<file path="src/design/efe_pkg.sv">
`timescale 1ns / 1ps
`default_nettype none
// Shared types and constants for the escaped frame encoder.
// No dependencies; every other design file depends on this package.
package efe_pkg;

    localparam int BYTE_W = 8;

    // Line codes of the framing scheme.
    localparam logic [BYTE_W-1:0] ESC_BYTE = 8'h1a;
    localparam logic [BYTE_W-1:0] END_BYTE = 8'h1b;
    localparam logic [BYTE_W-1:0] XOR_MASK = 8'h20;

    // Default depth of the command queue between front and back.
    localparam int QUEUE_DEPTH_DEFAULT = 2;

    // One classified payload byte, as handed from the front to the back.
    typedef struct packed {
        logic [BYTE_W-1:0] data_byte;
        logic              data_esc;
        logic              last;
        logic [BYTE_W-1:0] sum_byte;
        logic              sum_esc;
    } cmd_t;

    // A byte must be escaped when it collides with one of the line codes.
    function automatic logic needs_escape(input logic [BYTE_W-1:0] b);
        return (b == ESC_BYTE) || (b == END_BYTE);
    endfunction

endpackage

`default_nettype wire

</file>
<file path="src/design/efe_if.sv">
`timescale 1ns / 1ps
`default_nettype none
// Valid/ready channel interfaces for the payload input and the line output.
// Depends on efe_pkg for the byte width.

interface efe_in_if;
    logic                      valid;
    logic                      ready;
    logic [efe_pkg::BYTE_W-1:0] payload_byte;
    logic                      packet_last;

    modport source (output valid, output payload_byte, output packet_last, input ready);
    modport sink   (input valid, input payload_byte, input packet_last, output ready);
endinterface

interface efe_out_if;
    logic                      valid;
    logic                      ready;
    logic [efe_pkg::BYTE_W-1:0] line_byte;
    logic                      run_last;
    logic                      frame_done;

    modport source (output valid, output line_byte, output run_last, output frame_done,
                    input ready);
    modport sink   (input valid, input line_byte, input run_last, input frame_done,
                    output ready);
endinterface

`default_nettype wire

</file>
<file path="src/design/efe_front.sv">
`timescale 1ns / 1ps
`default_nettype none
// Front end: accepts payload transactions, keeps the running sum and
// classifies each byte into a command. Depends on efe_pkg and efe_if.
module efe_front (
    input  wire logic         clk,
    input  wire logic         rst_n,
    efe_in_if.sink            payload,
    output logic              push_valid,
    input  wire logic         push_ready,
    output efe_pkg::cmd_t     push_cmd
);
    import efe_pkg::*;

    logic [BYTE_W-1:0] sum_reg;
    logic [BYTE_W-1:0] sum_next;
    logic [BYTE_W-1:0] sum_incl;
    logic              accept;

    // A transaction is taken whenever the queue has room.
    assign payload.ready = push_ready;
    assign push_valid    = payload.valid;
    assign accept        = payload.valid && push_ready;

    // The checksum includes the current byte; it wraps modulo 256.
    assign sum_incl = sum_reg + payload.payload_byte;

    // Classify the byte and its checksum for the back end.
    always_comb
    begin
        push_cmd.data_byte = payload.payload_byte;
        push_cmd.data_esc  = needs_escape(payload.payload_byte);
        push_cmd.last      = payload.packet_last;
        push_cmd.sum_byte  = sum_incl;
        push_cmd.sum_esc   = needs_escape(sum_incl);
    end

    // The sum restarts after the last byte of a packet.
    always_comb
    begin
        sum_next = sum_reg;
        if (accept)
        begin
            sum_next = payload.packet_last ? '0 : sum_incl;
        end
    end

    always_ff @(posedge clk or negedge rst_n)
    begin
        if (!rst_n)
        begin
            sum_reg <= '0;
        end
        else
        begin
            sum_reg <= sum_next;
        end
    end

endmodule

`default_nettype wire

</file>
<file path="src/design/efe_queue.sv">
`timescale 1ns / 1ps
`default_nettype none
// Short FIFO of classified commands between the front and the back end.
// Depends on efe_pkg for the command type.
module efe_queue #(
    parameter int DEPTH = efe_pkg::QUEUE_DEPTH_DEFAULT
) (
    input  wire logic          clk,
    input  wire logic          rst_n,
    input  wire logic          push_valid,
    output logic               push_ready,
    input  wire efe_pkg::cmd_t push_cmd,
    output logic               pop_valid,
    input  wire logic          pop_ready,
    output efe_pkg::cmd_t      pop_cmd
);
    import efe_pkg::*;

    localparam int PTR_W = (DEPTH > 1) ? $clog2(DEPTH) : 1;
    localparam int CNT_W = $clog2(DEPTH + 1);

    cmd_t             entries [DEPTH];
    logic [PTR_W-1:0] wr_ptr_reg;
    logic [PTR_W-1:0] wr_ptr_next;
    logic [PTR_W-1:0] rd_ptr_reg;
    logic [PTR_W-1:0] rd_ptr_next;
    logic [CNT_W-1:0] count_reg;
    logic [CNT_W-1:0] count_next;
    logic             do_push;
    logic             do_pop;

    assign push_ready = (count_reg != CNT_W'(DEPTH));
    assign pop_valid  = (count_reg != '0);
    assign do_push    = push_valid && push_ready;
    assign do_pop     = pop_valid && pop_ready;
    assign pop_cmd    = entries[rd_ptr_reg];

    // Pointer and fill count bookkeeping.
    always_comb
    begin
        wr_ptr_next = wr_ptr_reg;
        rd_ptr_next = rd_ptr_reg;
        count_next  = count_reg;
        if (do_push)
        begin
            wr_ptr_next = (wr_ptr_reg == PTR_W'(DEPTH - 1)) ? '0 : wr_ptr_reg + 1'b1;
        end
        if (do_pop)
        begin
            rd_ptr_next = (rd_ptr_reg == PTR_W'(DEPTH - 1)) ? '0 : rd_ptr_reg + 1'b1;
        end
        if (do_push && !do_pop)
        begin
            count_next = count_reg + 1'b1;
        end
        else if (do_pop && !do_push)
        begin
            count_next = count_reg - 1'b1;
        end
    end

    always_ff @(posedge clk or negedge rst_n)
    begin
        if (!rst_n)
        begin
            wr_ptr_reg <= '0;
            rd_ptr_reg <= '0;
            count_reg  <= '0;
        end
        else
        begin
            wr_ptr_reg <= wr_ptr_next;
            rd_ptr_reg <= rd_ptr_next;
            count_reg  <= count_next;
        end
    end

    // Command storage needs no reset.
    always_ff @(posedge clk)
    begin
        if (do_push)
        begin
            entries[wr_ptr_reg] <= push_cmd;
        end
    end

endmodule

`default_nettype wire

</file>
<file path="src/design/efe_back.sv">
`timescale 1ns / 1ps
`default_nettype none
// Back end: steps through the line bytes of each queued command and drives
// the registered output channel. Depends on efe_pkg and efe_if.
module efe_back (
    input  wire logic          clk,
    input  wire logic          rst_n,
    input  wire logic          pop_valid,
    output logic               pop_ready,
    input  wire efe_pkg::cmd_t pop_cmd,
    efe_out_if.source          line
);
    import efe_pkg::*;

    typedef enum logic [4:0] {
        S_DATA     = 5'b00001,
        S_DATA_ESC = 5'b00010,
        S_SUM      = 5'b00100,
        S_SUM_ESC  = 5'b01000,
        S_END      = 5'b10000
    } state_t;

    state_t            state_reg;
    state_t            state_next;
    logic              out_valid_reg;
    logic              out_valid_next;
    logic [BYTE_W-1:0] line_byte_reg;
    logic              run_last_reg;
    logic              frame_done_reg;
    logic [BYTE_W-1:0] emit_byte;
    logic              emit_last;
    logic              emit_done;
    logic              emit_pop;
    logic              load;

    // A byte is produced whenever a command waits and the output slot frees up.
    assign load      = pop_valid && (!out_valid_reg || line.ready);
    assign pop_ready = load && emit_pop;

    // Choose the byte for the current step and the step that follows.
    always_comb
    begin
        emit_byte  = pop_cmd.data_byte;
        emit_last  = 1'b0;
        emit_done  = 1'b0;
        emit_pop   = 1'b0;
        state_next = state_reg;
        unique case (state_reg)
            S_DATA:
            begin
                if (pop_cmd.data_esc)
                begin
                    emit_byte  = ESC_BYTE;
                    state_next = S_DATA_ESC;
                end
                else if (pop_cmd.last)
                begin
                    state_next = S_SUM;
                end
                else
                begin
                    emit_last = 1'b1;
                    emit_pop  = 1'b1;
                end
            end
            S_DATA_ESC:
            begin
                emit_byte = pop_cmd.data_byte ^ XOR_MASK;
                if (pop_cmd.last)
                begin
                    state_next = S_SUM;
                end
                else
                begin
                    emit_last  = 1'b1;
                    emit_pop   = 1'b1;
                    state_next = S_DATA;
                end
            end
            S_SUM:
            begin
                if (pop_cmd.sum_esc)
                begin
                    emit_byte  = ESC_BYTE;
                    state_next = S_SUM_ESC;
                end
                else
                begin
                    emit_byte  = pop_cmd.sum_byte;
                    state_next = S_END;
                end
            end
            S_SUM_ESC:
            begin
                emit_byte  = pop_cmd.sum_byte ^ XOR_MASK;
                state_next = S_END;
            end
            S_END:
            begin
                emit_byte  = END_BYTE;
                emit_last  = 1'b1;
                emit_done  = 1'b1;
                emit_pop   = 1'b1;
                state_next = S_DATA;
            end
            default:
            begin
                state_next = S_DATA;
            end
        endcase
    end

    // The output slot empties when taken and refills on every load.
    always_comb
    begin
        out_valid_next = out_valid_reg;
        if (load)
        begin
            out_valid_next = 1'b1;
        end
        else if (line.ready)
        begin
            out_valid_next = 1'b0;
        end
    end

    always_ff @(posedge clk or negedge rst_n)
    begin
        if (!rst_n)
        begin
            state_reg     <= S_DATA;
            out_valid_reg <= 1'b0;
        end
        else
        begin
            out_valid_reg <= out_valid_next;
            if (load)
            begin
                state_reg <= state_next;
            end
        end
    end

    // Output payload register.
    always_ff @(posedge clk)
    begin
        if (load)
        begin
            line_byte_reg  <= emit_byte;
            run_last_reg   <= emit_last;
            frame_done_reg <= emit_done;
        end
    end

    assign line.valid      = out_valid_reg;
    assign line.line_byte  = line_byte_reg;
    assign line.run_last   = run_last_reg;
    assign line.frame_done = frame_done_reg;

endmodule

`default_nettype wire

</file>
<file path="src/design/escaped_frame_encoder_unit.sv">
// Escaped frame encoder: byte-stuffing framer with an 8-bit additive checksum.
//
// The payload channel takes one raw byte per transaction with packet_last
// set on the final byte of a packet. The line channel gives one framed byte
// per transaction. A byte equal to 0x1a or 0x1b goes out as 0x1a followed by
// the byte XOR 0x20. After the last byte come the escaped checksum (modulo-256
// sum of the packet's bytes) and the terminator 0x1b, flagged by frame_done.
// run_last marks the final line byte caused by each payload transaction.
//
// The first line byte of a payload transaction passes the command queue and
// then the output register before it is valid. Throughput: while the line
// receiver takes its bytes, the back end emits one line byte per cycle. An
// item causes 1 or 2 line bytes for an inner byte and 3 to 5 for a last byte.
// The front end takes one item per cycle while the command queue has room.
//
// Reset clears the running sum, the queue and the output valid. When the line
// receiver stalls, the output register holds its byte, the queue fills, and
// the payload channel then drops ready until space frees up.
`timescale 1ns / 1ps
`default_nettype none
// Top level; instantiates efe_front, efe_queue and efe_back.
// Depends on efe_pkg and efe_if.
module escaped_frame_encoder_unit #(
    parameter int QUEUE_DEPTH = efe_pkg::QUEUE_DEPTH_DEFAULT
) (
    input  wire logic clk,
    input  wire logic rst_n,
    efe_in_if.sink    payload,
    efe_out_if.source line
);
    import efe_pkg::*;

    logic push_valid;
    logic push_ready;
    cmd_t push_cmd;
    logic pop_valid;
    logic pop_ready;
    cmd_t pop_cmd;

    // Classification and checksum.
    efe_front u_front (
        .clk        (clk),
        .rst_n      (rst_n),
        .payload    (payload),
        .push_valid (push_valid),
        .push_ready (push_ready),
        .push_cmd   (push_cmd)
    );

    // Decoupling queue.
    efe_queue #(
        .DEPTH (QUEUE_DEPTH)
    ) u_queue (
        .clk        (clk),
        .rst_n      (rst_n),
        .push_valid (push_valid),
        .push_ready (push_ready),
        .push_cmd   (push_cmd),
        .pop_valid  (pop_valid),
        .pop_ready  (pop_ready),
        .pop_cmd    (pop_cmd)
    );

    // Line byte sequencing.
    efe_back u_back (
        .clk       (clk),
        .rst_n     (rst_n),
        .pop_valid (pop_valid),
        .pop_ready (pop_ready),
        .pop_cmd   (pop_cmd),
        .line      (line)
    );

endmodule

`default_nettype wire
</file>
<file path="src/flat_wrapper.sv">
// flat-port wrapper written by rule: the top's interface ports become plain ports
module escaped_frame_encoder_unit_flat import efe_pkg::*;
#(
    parameter int QUEUE_DEPTH = efe_pkg::QUEUE_DEPTH_DEFAULT
)
  (clk, rst_n, payload_valid, payload_payload_byte, payload_packet_last, payload_ready, line_valid, line_line_byte, line_run_last, line_frame_done, line_ready);
  efe_in_if payload_i ();
  efe_out_if line_i ();
  input  wire logic clk;
  input  wire logic rst_n;
  input wire logic [$bits(payload_i.valid)-1:0] payload_valid;
  input wire logic [$bits(payload_i.payload_byte)-1:0] payload_payload_byte;
  input wire logic [$bits(payload_i.packet_last)-1:0] payload_packet_last;
  output wire logic [$bits(payload_i.ready)-1:0] payload_ready;
  output wire logic [$bits(line_i.valid)-1:0] line_valid;
  output wire logic [$bits(line_i.line_byte)-1:0] line_line_byte;
  output wire logic [$bits(line_i.run_last)-1:0] line_run_last;
  output wire logic [$bits(line_i.frame_done)-1:0] line_frame_done;
  input wire logic [$bits(line_i.ready)-1:0] line_ready;
  assign payload_i.valid = payload_valid;
  assign payload_i.payload_byte = payload_payload_byte;
  assign payload_i.packet_last = payload_packet_last;
  assign payload_ready = payload_i.ready;
  assign line_valid = line_i.valid;
  assign line_line_byte = line_i.line_byte;
  assign line_run_last = line_i.run_last;
  assign line_frame_done = line_i.frame_done;
  assign line_i.ready = line_ready;
  escaped_frame_encoder_unit #(.QUEUE_DEPTH(QUEUE_DEPTH)) u_core (.clk(clk), .rst_n(rst_n), .payload(payload_i), .line(line_i));
endmodule
</file>
<file path="config.mk">
export PLATFORM = sky130hd
export DESIGN_NAME = escaped_frame_encoder_unit_flat
export DESIGN_NICKNAME = d
export VERILOG_FILES = /design/src/design/efe_pkg.sv /design/src/design/efe_if.sv /design/src/design/efe_front.sv /design/src/design/efe_queue.sv /design/src/design/efe_back.sv /design/src/design/escaped_frame_encoder_unit.sv /design/src/flat_wrapper.sv
export SDC_FILE = /design/constraint.sdc
export NUM_CORES = 1
export LEC_CHECK = 0
export BUFFER_PORTS_ARGS = -buffer_cell sky130_fd_sc_hd__buf_2
export CAP_MARGIN = 20
export CORE_MARGIN = 3
export CORE_UTILIZATION = 40
export CTS_CLUSTER_SIZE = 16
export DETAILED_ROUTE_END_ITERATION = 8
export SYNTH_ARGS = -nofsm -noshare
export SYNTH_HDL_FRONTEND = slang
export SYNTH_SLANG_ARGS = --single-unit
export TNS_END_PERCENT = 20
</file>
<file path="constraint.sdc">
create_clock -name clk -period 3 [get_ports clk]
set_input_delay 0 -clock clk [delete_from_list [all_inputs] [get_ports clk]]
set_output_delay 0 -clock clk [all_outputs]
set_load 0.05 [all_outputs]
</file>
**Yosys cells after proc, flatten, opt, wreduce, memory -nomap -nowiden**

Memories as Yosys holds them, arrays and structs flattened.
Cells that the tools add are included.

- Reductions and logical operators: 16
- Bitwise operators: 2
- Shift operators: 0
- Muxes and demuxes: 21
- Add/subtract/negate cells: 5
- Equal/unequal tests: 11
- Divide/modulo/power cells: 0
- $lt $le $gt $ge: 0
- Multiply operators: 0

Operator list:

| cell | count |
|---|---|
| case mux 8 bit (5 select lines) | 1 |
| == test 8 x 5 -> 1 bit, second input constant | 4 |
| 2-to-1 mux 8 bit | 3 |
| case mux 5 bit (4 select lines) | 1 |
| 2-to-1 mux 5 bit | 3 |
| 2-to-1 mux 1 bit | 9 |
| adder 8 bit | 1 |
| logical AND 1 bit | 6 |
| nonzero test 2 bit | 3 |
| == test 5 x 1 -> 1 bit, second input constant | 1 |
| == test 5 x 2 -> 1 bit, second input constant | 1 |
| == test 5 x 3 -> 1 bit, second input constant | 1 |
| == test 5 x 4 -> 1 bit, second input constant | 1 |
| == test 5 bit, second input constant | 1 |
| 2-to-1 mux 2 bit | 2 |
| zero test 1 bit | 3 |
| logical OR 1 bit | 3 |
| 2-to-1 mux 3 bit | 1 |
| inequality test 3 x 1 -> 1 bit, second input constant | 1 |
| case mux 1 bit (3 select lines) | 1 |
| adder 1 bit, second input constant | 2 |
| adder 2 x 1 -> 2 bit, second input constant | 1 |
| inequality test 2 bit, second input constant | 1 |
| NOT 1 bit | 2 |
| 2 further kinds | 2 |

- Bits in registers: 28
- Memory bits (writable): 38
- Output and inout port bits: 12
- Logic and storage cells: 65
- Input port bits: 13
- Bits in latches: 0
- Memories: 1
- Memory bits (read-only): 0

Memories:

| name | words | width | read ports | clocked after Yosys merged registers in | write ports | line | text |
|---|---|---|---|---|---|---|---|
| u_core.u_queue.entries | 2 | 19 | 1 | 0 | 1 | efe_queue.sv:22 | `cmd_t entries [DEPTH];` |

**Depth between registers and ports, before layout**

Gate-level depths: netlist (run 1).
An unclocked memory read counts as a cell.

- Word-level depth: 9
- Gate-level depth with buffers: 10
- Gate-level depth less buffers: 9

**Modules after synthesis**

A second synthesis (run 1) with hierarchy kept.

- Cells, all modules: 256
- Area, all modules: 3268.1 um^2

By module, submodules not included:

| module | cells each | times used | sequential area each (um^2) | area an instance (um^2) |
|---|---|---|---|---|
| efe_queue | 77 | 1 | 1241.2 | 1589.0 |
| efe_back | 103 | 1 | 451.7 | 975.9 |
| efe_front | 76 | 1 | 200.2 | 703.2 |

**Worst setup path after synthesis (run 1)**

No wires, ideal clock.

- Path type: reg2reg
- From: reg u_core.u_queue.count_reg[0]
- To: mem u_core.u_queue.entries[0][0] (netlist name) (enable)
- Path slack: 0.411 ns
- Clock period less this slack: 2.589 ns
- Arrival time: 2.194 ns
- Library setup time: 0.395 ns
- Stages on the path, launching flop included: 5
- Data required time: 2.605 ns
- Buffers on the path: 1
- Path through: dfrtp_1 -> nand2b_1 -> nand2_1 -> clkbuf_1 -> nor2_1

- Cells in the longest elaborated chain, start to end: 4

Ends and longest elaborated chain:

| element | line | text |
|---|---|---|
| from (decl) | efe_queue.sv:27 | `logic [CNT_W-1:0] count_reg;` |
| from (signal assigned) | efe_queue.sv:74 | `count_reg <= count_next;` |
| inequality test 2 bit | efe_queue.sv:32 | `assign push_ready = (count_reg != CNT_W'(DEPTH));` |
| named net payload_ready | flat_wrapper.sv:14 | `output wire logic [$bits(payload_i.ready)-1:0] payload_ready;` |
| logical AND 1 bit | efe_queue.sv:34 | `assign do_push = push_valid && push_ready;` |
| 2-to-1 mux 1 bit | efe_queue.sv:81 | `if (do_push)` |
| 2-to-1 mux 1 bit (not written as such) | efe_queue.sv:83 | `entries[wr_ptr_reg] <= push_cmd;` |
| to (decl) | efe_queue.sv:22 |  |

The timed path passes the listed nets, and every way through them passes these cells.

**Worst setup path in the final report (run 1)**

- From: reg u_core.u_back.state_reg[2]
- To: reg u_core.u_queue.count_reg[1]

- Cells in the longest elaborated chain, start to end: 7
- Elaborated cells between the ends (all ways): 11
- Classes of those cells: eq/ne (3); mux (2); reduce/logical (6)

Ends and longest elaborated chain:

| element | line | text |
|---|---|---|
| from (decl) | efe_back.sv:23 | `state_t state_reg;` |
| from (signal assigned) | efe_back.sv:139 | `state_reg <= state_next;` |
| == test 5 bit, or another cell as far along | efe_back.sv:48 | `unique case (state_reg)` |
| case mux 1 bit (3 select lines) * | efe_back.sv:48 |  |
| logical AND 1 bit * | efe_back.sv:38 | `assign pop_ready = load && emit_pop;` |
| logical AND 1 bit * | efe_queue.sv:35 | `assign do_pop = pop_valid && pop_ready;` |
| zero test 1 bit | efe_queue.sv:52 | `if (do_push && !do_pop)` |
| logical AND 1 bit | efe_queue.sv:52 |  |
| 2-to-1 mux 2 bit / nonzero test 2 bit (equally long branches) | n/a |  |

Mark *: on every way between the ends. The rest lies on a longest branch, timed or not.
A chain may end at the register's enable or synchronous reset.

==> results of run 1 <==
-- timing repair --
| item | CTS | global route |
|---|---|---|
| hold buffers | 11 | 0 |
| gates resized for setup | 0 | 0 |
| hold endpoints to repair | 39 | 0 |
-- cell usage in the layout (no fill, tap or decap), types with 3 or more instances in the layout --
cell            n
a21oi_1         6
edfxtp_1       48
nand3_1         3
o21ai_0         6
mux2i_1        18
xnor2_1         6
a22o_1          5
dfrtp_1        17
clkbuf_8        9
buf_2          24
o21ai_1         3
ha_1            8
o22ai_1         3
nand2_1        15
o221ai_1        4
xor2_1          7
nor3_1          3
nor2_1         18
nand2b_1        5
inv_1           7
dlygate4sd3_1  11
-- critical path, stage by stage, from the launching register on --
cell and delay, ns:
dfrtp_1 0.49, or4b_4 0.60, nor3b_4 0.31, o21ai_2 0.12, a21oi_2 0.19, inv_1 0.06, ha_1 0.20, xor2_1 0.14
nor2_1 0.12, xor2_1 0.15
-- final cells by class --
class                      instances  area, sq um  share of cell area, %
clock inverter                     7         77.6                   2.20
multi-input combinational        141         1030                   29.3
tap                               96          120                   3.41
inverter                           8         30.0                  0.853
clock buffer                       9          124                   3.52
sequential                        66         1890                   53.8
timing repair buffer              37          245                   6.97
-- stage by stage --
step / total power [mW] / setup slack (ns)
floorplan: 2.82 / 0.411
global placement: 3.17 / 0.622
detailed placement: 3.18 / 0.545
CTS: 3.96 / 0.526
global route: 4.18 / 0.435
finish: 3.92 / 0.549
-- how the worst max path moves through the flow --
stage | from | end | depth (start not counted)
6_report | u_core.u_back.state_reg[2] | u_core.u_queue.count_reg[1] | 9
5_1_grt | u_core.u_back.state_reg[2] | u_core.u_queue.count_reg[1] | 9
4_1_cts | u_core.u_back.state_reg[2] | u_core.u_queue.count_reg[1] | 9
3_5_place_dp | u_core.u_back.state_reg[2] | u_core.u_queue.count_reg[1] | 9
3_3_place_gp | u_core.u_back.state_reg[2] | u_core.u_queue.count_reg[1] | 9
2_1_floorplan | u_core.u_queue.count_reg[0] | u_core.u_queue.entries[0][0] | 4
-- where the power goes --
part           internal [mW]  leakage, nW  switching [mW]
clock network          0.390        0.100           0.364
logic                  0.541        0.633            1.03
registers               1.43        0.677           0.161
-- cell families after synthesis --
group | share of synthesized area [%]
compound gates | 9.84
mux | 6.87
xor+xnor | 3.81
simple gates | 9.92
flops | 63.4
buf+inv | 2.18
fa+ha+maj | 4.02
-- per-layer routing --
metal / global-route usage, % / up-vias
li1: - / 917
met1: 19.9 / 878
met2: 21.7 / 31
met3: 4.14 / 6
met4: 5.94 / 0
met5: 0 / -
==> results.py, run 1 <==
metrics = {
    "final_layout": {
        "postLayoutCoreUtil_pct": 50.1,
        "n_fill_cell": 611,
        "finalNonFillerCells": 364,
        "diodes": 0,
        "largest_reg_flops": 38,
        "fin_nets": 285,
        "drive_above_1_share_pct": 19.0,
        "syn2layout_area_growth_pct": 17.8,
        "final_cell_area_sq_um": 3520,
    },
    "sta": {
        "tns_ns": 0,
        "fin_skew_ns": 0.0112,
        "grt_setup_unrepaired": "false",
        "fin_crit_sh_pct": 81.7,
        "period_needed_ns": 2.45,
        "tightest_slew_ns": 0.907,
        "holdWs_ns": 0.122,
        "setup_viol": 0,
        "relSlewSlack_pct": 39.5,
        "slew_viol_final": 0,
        "max_freq_mhz": 408,
        "hold_viol": 0,
    },
    "drt": {
        "top_layer_used": "met4",
        "drtIter0Drc": 88,
        "routed_wl_mm": 5.51,
        "dr_wl_met2_mm": 2.51,
        "detail-route-antenna-nets": 0,
        "vias": 1832,
        "wl_met3_um": 185,
        "drc": 0,
        "dr.pass1.iters": 4,
        "via_per_inst": 5.03,
        "routedWlPerCell_um": 15.1,
        "wl_met1_mm": 2.74,
    },
    "clock_tree": {
        "clk_pin_slew_ns": 0.08,
        "cts_max_level": 3,
        "clock_latency_ns": 0.35,
        "post_cts_buffers": 0,
        "clock-root-buffer": "clkbuf_8",
        "cts_buffer_depth": 2,
        "cts.sinks": 66,
        "numCtsBuffers": 9,
        "tritoncts": "built",
    },
    "synthesis": {
        "synth_most_common_cell": "edfxtp_1",
        "seq_area_frac_synth_pct": 63.4,
        "synth_fp_nets": 243,
        "ys_ff_latch": 66,
        "yosys_warnings": 0,
        "synth_edf_count": 48,
        "yosys-top-cells-count": "edfxtp_1, mux2i_1, nor2_1",
        "synth_flop_cell": "edfxtp_1",
        "async_reset_ff_share_pct": 27.3,
        "synth_cell_types": 47,
        "netlist.top_cell.by_area": "edfxtp_1",
        "synth_area_sq_um": 2990,
        "synthCells": 221,
        "syn_area_per_cell_sq_um": 13.5,
        "synthTopCellsByArea": "edfxtp_1, dfrtp_1, mux2i_1",
        "yosysTopAreaCellShare_pct": 48.2,
    },
    "floorplan": {
        "rows": 30,
        "start_util_pct": 42.6,
        "coreArea_sq_um": 7020,
        "die_h_um": 92.4,
        "die_w_um": 92.4,
        "dieArea_sq_um": 8540,
        "ios": 25,
    },
    "global_route": {
        "grt_overflow": 0,
        "grtUsageTotal_pct": 14.5,
        "antenna_found_initial": 0,
        "grt_pass1_wl_mm": 9.29,
        "grt_max_degree": 20,
        "grt_pass1_vias": 1801,
    },
    "placed_design": {
        "gp_congestion": 0.768,
        "place_inst": 337,
        "portBuffers": 24,
        "dpl_cell_area_sq_um": 3210,
        "dp_hpwl_mm": 3.88,
    },
    "worst_setup_path": {
        "worstReg2RegStart": "u_core.u_back.state_reg[2]",
        "critPathRequiredTime_ns": 3.26,
        "r2r_cells": 9,
        "endpoint_kind": "flop",
        "rr_endpoint": "u_core.u_queue.count_reg[1]",
        "worstPathArrival_ns": 2.71,
        "worstSetupPathType": "reg -> reg",
        "worstSetupStartpointType": "flop",
        "crit_path_max_fanout": 10,
        "r2r_slack_ns": 0.55,
    },
    "hold_path": {
        "hp-class": "in -> async",
    },
    "pwr": {
        "power.density_nw_per_um2": 1110,
        "peakVddDrop_v": 0.000315,
        "p_leak_nw": 1.41,
    },
    "status": {
        "status": "completed",
    },
    "run": {
        "drv_cap": 0,
    },
}
No activity file was read; power rests on OpenSTA's default activity.
==> run 2, diff against run 1 <==
- clock period: 3 -> 2.35 ns (I/O delays scaled with it)
==> run 2 against run 1 <==
Largest power group is now combinational cells. Cell area grew 2.4%. Worst hold slack lost 0.0045 ns. Core utilization grew 1.2 points. Sequential share of layout area shrank 1.3 points. Clock power grew 23%. Sequential power grew 25%.
==> results.py, run 2 (synthesized netlist as in run 1, its figures left out) <==
metrics = {
    "status": {
        "status": "completed",
    },
    "worst_setup_path": {
        "endpoint_kind": "flop",
        "critPathRequiredTime_ns": 2.61,
        "crit_path_max_fanout": 3,
        "path_cells": "or4b_4 -> nor3b_4 -> o21ai_2 -> a21oi_2 -> inv_1 -> ha_1 -> xor2_1 -> nor2_1 -> xor2_1",
        "cp_common_cell": "xor2_1",
        "worstSetupStartpointType": "flop",
        "worstSetupPathType": "reg -> reg",
        "crit_slowest_cell": "dfstp_2",
        "critPathMaxStageDelay_ns": 0.53,
        "worstPathArrival_ns": 2.49,
    },
    "global_route": {
        "antenna_found_initial": 0,
        "grt_max_degree": 20,
        "grt_use_met2_pct": 22.9,
        "grt_pass1_wl_mm": 9.67,
        "grtUsageMet1_pct": 20.5,
        "grt_overflow": 0,
        "grt_use_met3_pct": 4.87,
        "grtUsageTotal_pct": 15.3,
        "grt_most_used_layer": "met2",
        "grt_pass1_vias": 1910,
    },
    "final_layout": {
        "fin_nets": 296,
        "drive_above_1_share_pct": 22.6,
        "layout_commonest_cell": "edfxtp_1",
        "largest_reg_flops": 38,
        "postLayoutCoreUtil_pct": 51.3,
        "diodes": 0,
        "syn2layout_area_growth_pct": 20.6,
        "layout_common_cells": "edfxtp_1, buf_2, mux2i_1",
    },
    "drt": {
        "vias": 1910,
        "via_per_inst": 5.09,
        "routed_wl_mm": 5.82,
        "drc": 0,
        "detail-route-antenna-nets": 0,
        "dr.pass1.iters": 4,
        "drtIter0Drc": 113,
        "routedWlPerCell_um": 15.5,
    },
    "sta": {
        "relSlewSlack_pct": 65.7,
        "fin_skew_ns": 0.0102,
        "period_needed_ns": 2.23,
        "tightest_slew_ns": 0.510,
        "max_freq_mhz": 448,
        "holdWs_ns": 0.118,
        "hold_viol": 0,
        "grt_setup_unrepaired": "true",
        "setup_viol": 0,
        "tns_ns": 0,
        "slew_viol_final": 0,
        "fin_crit_sh_pct": 95.0,
    },
    "clock_tree": {
        "tritoncts": "built",
        "clock_latency_ns": 0.34,
        "cts_max_level": 3,
        "cts_buffer_depth": 2,
        "clock-root-buffer": "clkbuf_8",
        "numCtsBuffers": 9,
        "clk_pin_slew_ns": 0.07,
        "cts.sinks": 66,
        "post_cts_buffers": 0,
    },
    "run": {
        "drv_cap": 0,
    },
    "placed_design": {
        "portBuffers": 24,
        "dp_hpwl_mm": 4.14,
        "gp_congestion": 0.873,
    },
    "floorplan": {
        "start_util_pct": 42.6,
        "die_w_um": 92.4,
        "rows": 30,
        "ios": 25,
        "coreArea_sq_um": 7020,
        "die_h_um": 92.4,
        "dieArea_sq_um": 8540,
    },
    "pwr": {
        "p_leak_nw": 1.45,
        "power.density_nw_per_um2": 1420,
        "peakVddDrop_v": 0.000523,
        "total_power_mw": 5.11,
    },
    "hold_path": {
        "hp-class": "in -> reg",
    },
}
-- run 2: cell count changes in the layout (fill, tap and decap cells not counted), sizes merged --
cell | previous run | this run
clkinvlp | 1 | 3
inv | 10 | 8
buf | 26 | 37
-- run 2: worst paths after layout --
path	end	startpoint	slack [ns]	cells after the start
setup / recovery	u_core.u_queue.count_reg[1]	u_core.u_back.state_reg[0]	0.12	9
hold / removal	u_core.u_queue.count_reg[0]	payload_valid	0.12	5
setup reg to reg	u_core.u_queue.count_reg[1]	u_core.u_back.state_reg[0]	0.12	9
hold reg to reg	u_core.u_front.sum_reg[2]	u_core.u_front.sum_reg[2]	0.49	2
max in group asynchronous	u_core.u_back.state_reg[0]	rst_n	1.87	2
min in group asynchronous	u_core.u_front.sum_reg[2]	rst_n	0.13	2
-- run 2: what timing repair did --
action / in CTS / in global routing
setup endpoints to repair: 0 / 3
resized for setup: 0 / 1
hold buffers: 11 / 0
endpoints found under the hold margin: 40 / 0
-- run 2: layout make-up --
cell class,count,area (sq um)
clock buffers,9,124
clock inverters,7,70.1
fillers,605,3420
inverters,8,30.0
multi-input cells,141,1040
flip-flops and latches,66,1890
well taps,96,120
repair buffers,48,328
-- run 2: report_power, final --
group,switching (mW),internal [mW]
clock,0.444,0.485
combinational,1.41,0.785
sequential,0.167,1.82
-- run 2: routing by layer --
metal / routed length (um) / up-vias
met5: 0 / -
met4: 96 / 0
met3: 221 / 8
met2: 2640 / 33
met1: 2860 / 920
li1: - / 949
-- run 2: critical path: cells and delay by family (launching register included) --
family,cells,cell delay (ns)
AND/OR/NAND/NOR,3,0.81
flip-flops,1,0.53
AO/OA/AOI/OAI,2,0.28
XOR/XNOR,2,0.28
adder cells (fa/ha/maj),1,0.20
buffers and inverters,1,0.06
-- run 2: stage by stage --
step / cell area [sq um] / setup WS (ns) / instances
finish: 3600 / 0.118 / 375
global route: 3600 / -0.00817 / 375
CTS: 3600 / 0.0661 / 375
detailed placement: 3290 / 0.0964 / 348
global placement: 3290 / 0.113 / 348
floorplan: 2990 / 0.0677 / 221
==> run 3, diff against run 2 <==
==> constraint.sdc (replaced) <==
create_clock -name clk -period 2.35 [get_ports clk]
set_input_delay 0.235 -clock clk [delete_from_list [all_inputs] [get_ports clk]]
set_output_delay 0.235 -clock clk [all_outputs]
set_load 0.05 [all_outputs]
==> run 3 against run 2 <==
First-iteration DRC count is 17% higher. Power up 1.4%. Largest power group unchanged. Maximum frequency shrank 1.6%. Worst setup slack got worse by 0.036 ns. Register-to-register slack got worse by 0.04 ns. Sequential share of layout area is 1.2 points higher. Clock skew down 0.0013 ns. Via count shrank 2.8%. Critical endpoint unchanged. Count of clock-buffer cells in the layout is the same. Core utilization shrank 1.2 points.
==> results.py, run 3 (synthesized netlist as in run 1, its figures left out) <==
metrics = {
    "worst_setup_path": {
        "worstPathArrival_ns": 2.53,
        "crit_slowest_cell": "dfstp_2",
        "crit_path_max_fanout": 3,
        "endpoint_kind": "flop",
        "critPathMaxStageDelay_ns": 0.54,
        "critPathRequiredTime_ns": 2.61,
        "cp_common_cell": "xor2_1",
        "worstSetupPathType": "reg -> reg",
        "path_cells": "or4b_4 -> nor3b_4 -> o21ai_2 -> a21oi_2 -> inv_1 -> ha_1 -> xor2_1 -> nor2_1 -> xor2_1",
        "worstSetupStartpointType": "flop",
    },
    "floorplan": {
        "die_h_um": 92.4,
        "rows": 30,
        "ios": 25,
        "dieArea_sq_um": 8540,
        "start_util_pct": 42.6,
        "die_w_um": 92.4,
        "coreArea_sq_um": 7020,
    },
    "final_layout": {
        "largest_reg_flops": 38,
        "n_fill_cell": 624,
        "layout_common_cells": "edfxtp_1, buf_2, mux2i_1",
        "finalNonFillerCells": 366,
        "diodes": 0,
        "syn2layout_area_growth_pct": 17.9,
        "drive_above_1_share_pct": 24.4,
        "fin_nets": 287,
        "layout_commonest_cell": "edfxtp_1",
    },
    "hold_path": {
        "hp-class": "in -> reg",
    },
    "pwr": {
        "seqPwrFrac_pct": 38.2,
        "p_clk_share_pct": 18.7,
        "peakVddDrop_v": 0.000539,
        "power.density_nw_per_um2": 1470,
        "p_sw_mw": 2.06,
        "total_power_mw": 5.18,
        "p_leak_nw": 1.43,
        "sw_frac_of_total_pct": 39.7,
        "combPwrFrac_pct": 43.1,
        "power.internal_mw": 3.13,
    },
    "placed_design": {
        "place_inst": 349,
        "dp_slack_ns": 0.0255,
        "dp_hpwl_mm": 4.12,
        "gp_congestion": 0.823,
        "portBuffers": 24,
    },
    "drt": {
        "routedWlPerCell_um": 16.0,
        "dr.pass1.iters": 4,
        "via_per_inst": 5.07,
        "drtIter0Drc": 132,
        "drc": 0,
        "vias": 1857,
        "detail-route-antenna-nets": 0,
        "routed_wl_mm": 5.84,
    },
    "global_route": {
        "grt_overflow": 0,
        "grt_pass1_wl_mm": 9.45,
        "grt_max_degree": 20,
        "grtUsageTotal_pct": 14.8,
        "grt_pass1_vias": 1855,
        "antenna_found_initial": 0,
    },
    "clock_tree": {
        "post_cts_buffers": 0,
        "cts_buffer_depth": 2,
        "clock-root-buffer": "clkbuf_8",
        "cts_max_level": 3,
        "cts.sinks": 66,
        "clock_latency_ns": 0.34,
        "clk_pin_slew_ns": 0.08,
        "tritoncts": "built",
        "numCtsBuffers": 9,
    },
    "sta": {
        "slew_viol_final": 0,
        "period_needed_ns": 2.27,
        "tightest_slew_ns": 0.446,
        "grt_setup_unrepaired": "true",
        "hold_viol": 0,
        "max_freq_mhz": 441,
        "fin_crit_sh_pct": 96.5,
        "setup_ws_ns": 0.0818,
        "relSlewSlack_pct": 70.2,
        "fin_skew_ns": 0.00889,
        "setup_viol": 0,
    },
    "run": {
        "drv_cap": 0,
    },
    "status": {
        "status": "completed",
    },
}
## run 3: metrics by stage
| stage | util (%) | setup TNS (ns) | hold slack, ns | instance area, sq um |
|---|---|---|---|---|
| floorplan | - | 0 | -0.0606 | 2990 |
| global placement | 47.0 | 0 | 0.218 | 3300 |
| detailed placement | 47.0 | 0 | 0.216 | 3300 |
| CTS | 50.0 | 0 | 0.0981 | 3510 |
| global route | 50.2 | -0.0106 | 0.102 | 3520 |
| finish | 50.2 | 0 | 0.117 | 3520 |
## run 3: final timing paths
kind / cells after the start / slack (ns) / start / endpoint
worst min register to register: 2 / 0.49 / u_core.u_front.sum_reg[2] / u_core.u_front.sum_reg[2]
worst max-delay path: 9 / 0.08 / u_core.u_back.state_reg[0] / u_core.u_queue.count_reg[1]
max in group asynchronous: 2 / 1.64 / rst_n / u_core.u_back.state_reg[0]
worst min-delay path: 1 / 0.12 / payload_payload_byte[0] / u_core.u_queue.entries[1][11]
min in group asynchronous: 2 / 0.37 / rst_n / u_core.u_back.state_reg[3]
worst max register to register: 9 / 0.08 / u_core.u_back.state_reg[0] / u_core.u_queue.count_reg[1]
## run 3: layer usage
metal  part of all wire [%]  routed length (um)  global-route usage [%]  vias to the layer above
li1                       -                   -                       -                      919
met1                     49                2880                    20.3                      883
met2                     45                2640                    21.9                       43
met3                    3.0                 177                    2.76                       12
met4                    2.6                 149                    8.66                        0
met5                      0                   0                       0                        -
## run 3: layout make-up
type / count / area [sq um] / share of cell area [%]
well taps: 96 / 120 / 3.41
flip-flops and latches: 66 / 1890 / 53.7
repair buffers: 39 / 235 / 6.68
multi-input cells: 141 / 1040 / 29.6
clock buffers: 9 / 124 / 3.52
clock inverters: 7 / 77.6 / 2.20
inverters: 8 / 30.0 / 0.853
## run 3: repair_timing
| item | in CTS | in global routing |
|---|---|---|
| endpoints found under the hold margin | 17 | 0 |
| endpoints found under the setup margin | 0 | 3 |
| hold buffers | 1 | 0 |
| gates resized for setup | 0 | 2 |
## run 3: worst max-delay path, delay by kind of cell (launching register included)
kind | cells | cell delay [ns]
AND/OR/NAND/NOR | 3 | 0.83
flip-flops | 1 | 0.54
XOR/XNOR | 2 | 0.29
AO/OA/AOI/OAI | 2 | 0.26
adder cells (fa/ha/maj) | 1 | 0.20
buffers and inverters | 1 | 0.06
## run 3: power by group through the flow
stage               clock network, mW  registers, mW  logic, mW
finish                          0.970           1.98       2.23
CTS                             0.993           1.98       2.23
global route                     1.03           2.02       2.43
detailed placement                  0           2.01       2.22
global placement                    0           2.00       2.20
floorplan                           0           2.33       1.27
